### src/sv/dpw_pkg.sv
// ----------------------------------------------------------------------------
// dpw_pkg: shared types and constants of the depth pixel to world point block
// Coordinate type, saturation helper, register map and reset values.
// ----------------------------------------------------------------------------
`default_nettype none

package dpw_pkg;

  // Signed Q15.16 metres
  typedef logic signed [31:0] coord_t;

  // Register map, one 64-bit slot per register
  typedef enum logic [2:0] {
    REG_PRINCIPAL = 3'd0,
    REG_INV_FOCAL = 3'd1,
    REG_ROT_X     = 3'd2,
    REG_ROT_Y     = 3'd3,
    REG_ROT_Z     = 3'd4,
    REG_SHIFT_X   = 3'd5,
    REG_SHIFT_Y   = 3'd6,
    REG_SHIFT_Z   = 3'd7
  } reg_idx_e;

  localparam int unsigned COLUMN_W = 12;
  localparam int unsigned ROT_W    = 18;
  localparam int unsigned ROW_W    = 3 * ROT_W;
  localparam int unsigned STAGES   = 10;

  localparam logic [31:0]      PP_RESET    = 32'h0FD8_1458;
  localparam logic [63:0]      INV_RESET   = 64'h007E_460B_007E_8473;
  localparam logic [ROW_W-1:0] ROT_X_RESET = 54'h10000;
  localparam logic [ROW_W-1:0] ROT_Y_RESET = 54'h4_0000_0000;
  localparam logic [ROW_W-1:0] ROT_Z_RESET = 54'h10_0000_0000_0000;

  localparam coord_t COORD_MAX = 32'sh7FFF_FFFF;
  localparam coord_t COORD_MIN = 32'sh8000_0000;
  localparam logic signed [63:0] WIDE_MAX = 64'sd2147483647;
  localparam logic signed [63:0] WIDE_MIN = -64'sd2147483648;

  // Clamp a wide signed value to the coordinate range
  function automatic coord_t sat_coord(input logic signed [63:0] v);
    coord_t r;
    if (v > WIDE_MAX) begin
      r = COORD_MAX;
    end else if (v < WIDE_MIN) begin
      r = COORD_MIN;
    end else begin
      r = v[31:0];
    end
    return r;
  endfunction

endpackage

`default_nettype wire

### src/sv/dpw_cam_axis.sv
// ----------------------------------------------------------------------------
// dpw_cam_axis: scale one camera axis by a reciprocal focal length
// Two stages: split partial products, then sum, floor shift and saturate.
// ----------------------------------------------------------------------------
`default_nettype none

module dpw_cam_axis
  import dpw_pkg::*;
(
  input  wire logic               clk_i,
  input  wire logic               en_i,
  input  wire logic signed [47:0] prod_i,   // offset * z, 1/16 px * Q15.16
  input  wire logic [31:0]        inv_i,    // reciprocal focal, Q0.32
  output coord_t                  coord_o
);

  logic signed [23:0] prod_hi;
  logic [23:0]        prod_lo;
  logic signed [56:0] hi_q;
  logic [55:0]        lo_q;
  logic signed [80:0] full;
  coord_t             coord_q;

  assign prod_hi = prod_i[47:24];
  assign prod_lo = prod_i[23:0];

  always_ff @(posedge clk_i) begin
    if (en_i) begin
      hi_q <= 57'(prod_hi) * $signed({25'd0, inv_i});
      lo_q <= 56'(prod_lo) * 56'(inv_i);
    end
  end

  // Arithmetic shift gives the floor for negative offsets too
  assign full = (81'(hi_q) <<< 24) + $signed({25'd0, lo_q});

  always_ff @(posedge clk_i) begin
    if (en_i) begin
      coord_q <= sat_coord(64'(full >>> 36));
    end
  end

  assign coord_o = coord_q;

endmodule

`default_nettype wire

### config.mk
export PLATFORM = sky130hd
export DESIGN_NAME = dpw_cam_axis
export DESIGN_NICKNAME = d
export VERILOG_FILES = /design/src/sv/dpw_pkg.sv /design/src/sv/dpw_cam_axis.sv
export SDC_FILE = /design/constraint.sdc
export NUM_CORES = 2
export LEC_CHECK = 0
export BUFFER_PORTS_ARGS = -buffer_cell sky130_fd_sc_hd__clkbuf_2
export CORE_UTILIZATION = 45
export CTS_CLUSTER_DIAMETER = 50
export CTS_CLUSTER_SIZE = 25
export DETAILED_ROUTE_END_ITERATION = 10
export GPL_TIMING_DRIVEN = 0
export PLACE_DENSITY = 0.57
export SLEW_MARGIN = 20
export SYNTH_ARGS = -nofsm -noshare
export SYNTH_HDL_FRONTEND = slang
export SYNTH_SLANG_ARGS = --single-unit
export TNS_END_PERCENT = 10
### constraint.sdc
create_clock -name clk_i -period 10.2 [get_ports clk_i]
set_input_delay 2.04 -clock clk_i [delete_from_list [all_inputs] [get_ports clk_i]]
set_output_delay 2.04 -clock clk_i [all_outputs]
set_load 0.01 [all_outputs]
==> results.sh <==
export IMPL_cp_top_family="adder cells"
export IMPL_nFillCells=11840
export IMPL_grt_first_pass_wirelength_um=281200
export IMPL_fmax_mhz=98.58
export IMPL_layout_nets=7826
export IMPL_final_antenna_net_count=0
export IMPL_yosys_warnings=0
export IMPL_initial_core_util_pct=45.39
export IMPL_cts_reportedPaths_clkPinSlew_ps=60
export IMPL_drive_above_1_share_pct=4.755
export IMPL_path_class="in -> reg"
export IMPL_cp_start_kind="input pin"
export IMPL_tightestPinTransition_ps=1192
export IMPL_path_buf_inv=6
export IMPL_synth_largest_area_cell="fa_1"
export IMPL_r2r_setup_slack_ps=5570
export IMPL_insertion_delay_ps=510
export IMPL_syn_avg_cell_area_um2=9.219
export IMPL_finalCritPeriodShare_pct=99.45
export IMPL_grt_total_usage_pct=32.48
export IMPL_drt_iter0_drc=3289
export IMPL_htree_levels=4
export IMPL_rsz0062_at_grt="true"
export IMPL_avgRoutedWirePerCell_um=25.11
export IMPL_setup_viol=0
export IMPL_tns_ps=0
export IMPL_fp_coreArea_um2=119800
export IMPL_min_period_ps=10140
export IMPL_cp_arrival_ps=10270
export IMPL_ys_seq_area_share_pct=6.682
export IMPL_grt_overflow=0
export IMPL_clock_sinks=121
export IMPL_hold_buffers=0
export IMPL_area_delta_synth_final_pct=6.283
export IMPL_cts_path_max_buffers=2
export IMPL_remaining_drc_errors=0
export IMPL_synthCells=5899
export IMPL_syn_area_um2=54380
export IMPL_io_buffers=83
export IMPL_cp_slowest_cell="xnor2_1"
export IMPL_drt_pre_antenna_iters=5
export IMPL_synth_net_count=7723
export IMPL_antenna_found_initial=38
export IMPL_synth_main_ff_cell="edfxtp_1"
export IMPL_worstHoldStart="hi_q[38]$_DFFE_PP_"
export IMPL_ys_types=73
export IMPL_end_kind="flip-flop"
export IMPL_grt_max_degree=85
export IMPL_slew_violations=0
export IMPL_status="completed"
export IMPL_startpoint="inv_i[16]"
export IMPL_root_buffer="clkbuf_16"
export IMPL_ys_seq_elements=121
export IMPL_vias=40810
export IMPL_cts_tree="done"
export IMPL_hold_class="reg -> reg"
export IMPL_postRouteWirelength_um=191700
export IMPL_slowest_delay_ps=880
export IMPL_die_h_um=349.6
export IMPL_async_flop_share_pct=0
export IMPL_multi_input_area_um2=44290
export IMPL_yosys_area_top_type_share_pct=48.41
export IMPL_numCtsBuffers=17
export IMPL_die_x_um=349.6
export IMPL_required_ps=10330
export IMPL_cp_max_fo=10
export IMPL_regArea_um2=3633
export IMPL_vias_per_cell=5.344
export IMPL_cpMostUsedCell="fa_1"
export IMPL_max_slew_margin_pct=20.51
export IMPL_synthTopCellsByArea="fa_1 48%, inv_1 9.8%, ha_1 9.8%, and2_1 8.7%, edfxtp_1 6.7%"
export IMPL_final_hold_viol_count=0
export IMPL_r2r_start="lo_q[26]$_DFFE_PP_"
export IMPL_io_pins=114
export IMPL_hpwl_um=164000
export IMPL_fin_skew_ps=27.56
export IMPL_first_global_vias=42460
export IMPL_fin_util_pct=48.24
export IMPL_die_area_um2=122200
export IMPL_synth_edf_count=121
export IMPL_rows=127
export IMPL_gp_congestion=0.9863
export IMPL_drv_cap=0
==> sequential cells by signal, indices dropped and copies added, names as in the netlist <==
register,cells
lo_q,32
hi_q,57
coord_o,32
==> cells in the final DEF (no fill, tap or decap), types with 6 or more instances in the layout <==
master     Yosys  final
o21bai_1      15     15
a21oi_1      114    113
nor2_1        64     63
inv_1       1427   1427
buf_1          9      9
and2_1       753    753
fa_1        1315   1315
xnor2_1       71     64
o21ai_2        9     10
o21a_1         6      6
nand4_1       25     25
o21ai_0       50     49
edfxtp_1     121    121
a211oi_1       6      6
o21ai_1       23     23
nor2b_1       41     41
nand2_1      824    824
a21o_1        61     61
a31oi_1        8      8
and3_1        11     11
nand3_1       26     26
clkbuf_1     301    187
nand2b_1      26     26
nor3_1        22     22
diode_2        0     10
o31ai_1        7      6
clkbuf_2       0    178
clkbuf_16      0     17
clkbuf_4       0     11
xor2_1        48     45
ha_1         427    427
==> routing by layer <==
metal | up-vias | GRT usage, % | routed length, um
met3 | 354 | 7.936 | 18490
met2 | 1653 | 51.00 | 87150
met5 | - | 0 | 118
met4 | 18 | 13.22 | 8693
met1 | 21360 | 43.08 | 77290
li1 | 17420 | - | -
==> final timing paths <==
check,to,cells past startpoint
hold / removal,coord_o[26]$_SDFFCE_PN1P_,2
setup / recovery,lo_q[52]$_DFFE_PP_,25
hold reg to reg,coord_o[26]$_SDFFCE_PN1P_,2
setup reg to reg,coord_o[21]$_SDFFCE_PN1P_,13
==> kinds of logic (layout without fill, tap and decap cells) <==
family	Yosys count	in the layout	share of synthesized area [%]
simple gates	1823	1823	16.88
buf+inv	1744	1860	12.12
fa+ha+maj	1742	1742	58.23
compound gates	347	347	4.112
flops	121	121	6.682
xor+xnor	119	119	1.917
mux	3	3	0.05752
other cells	0	10	0
==> worst register-to-register path, delay by kind of cell (launching register included) <==
kind	cells	cell delay, ps
AND/OR/NAND/NOR	4	1010
AO/OA/AOI/OAI	6	1920
adder cells (fa/ha/maj)	1	340
flip-flops	1	470
XOR/XNOR	1	350
buffers and inverters	1	270
==> final cells by class <==
cell class | count | share of cell area [%]
clock inverters | 15 | 0.3117
well taps | 1612 | 3.490
plain buffers | 314 | 2.409
diodes | 10 | 0.04330
inverters | 1427 | 9.267
repair buffers | 87 | 0.8291
clock buffers | 17 | 0.7360
multi-input cells | 4034 | 76.63
flip-flops and latches | 121 | 6.287
==> per-stage QoR <==
step / setup slack, ps / instances / hold slack (ps) / cell area, um2
2_1_floorplan: 1251 / 5899 / 581.1 / 54380
3_3_place_gp: -4048 / 7594 / 636.4 / 56810
3_5_place_dp: -1578 / 7598 / 633.8 / 56970
4_1_cts: -3.469 / 7629 / 658.8 / 57670
5_1_grt: -46.28 / 7628 / 677.6 / 57780
6_report: 56.36 / 7637 / 655.1 / 57800
==> cell usage after synthesis (41+ instances only) <==
library cell  instances
inv_1              1427
fa_1               1315
nand2_1             824
and2_1              753
ha_1                427
clkbuf_1            301
edfxtp_1            121
a21oi_1             114
xnor2_1              71
nor2_1               64
a21o_1               61
o21ai_0              50
xor2_1               48
nor2b_1              41
==> repair_timing <==
action | CTS | global route
pin swaps | 0 | 1
resized for setup | 52 | 155
gates cloned | 0 | 0
setup endpoints to repair | 32 | 25
setup buffers | 0 | 0
Power is not shown: default switching activity piles up to over one toggle a cycle in this logic, so the estimate is an artifact.
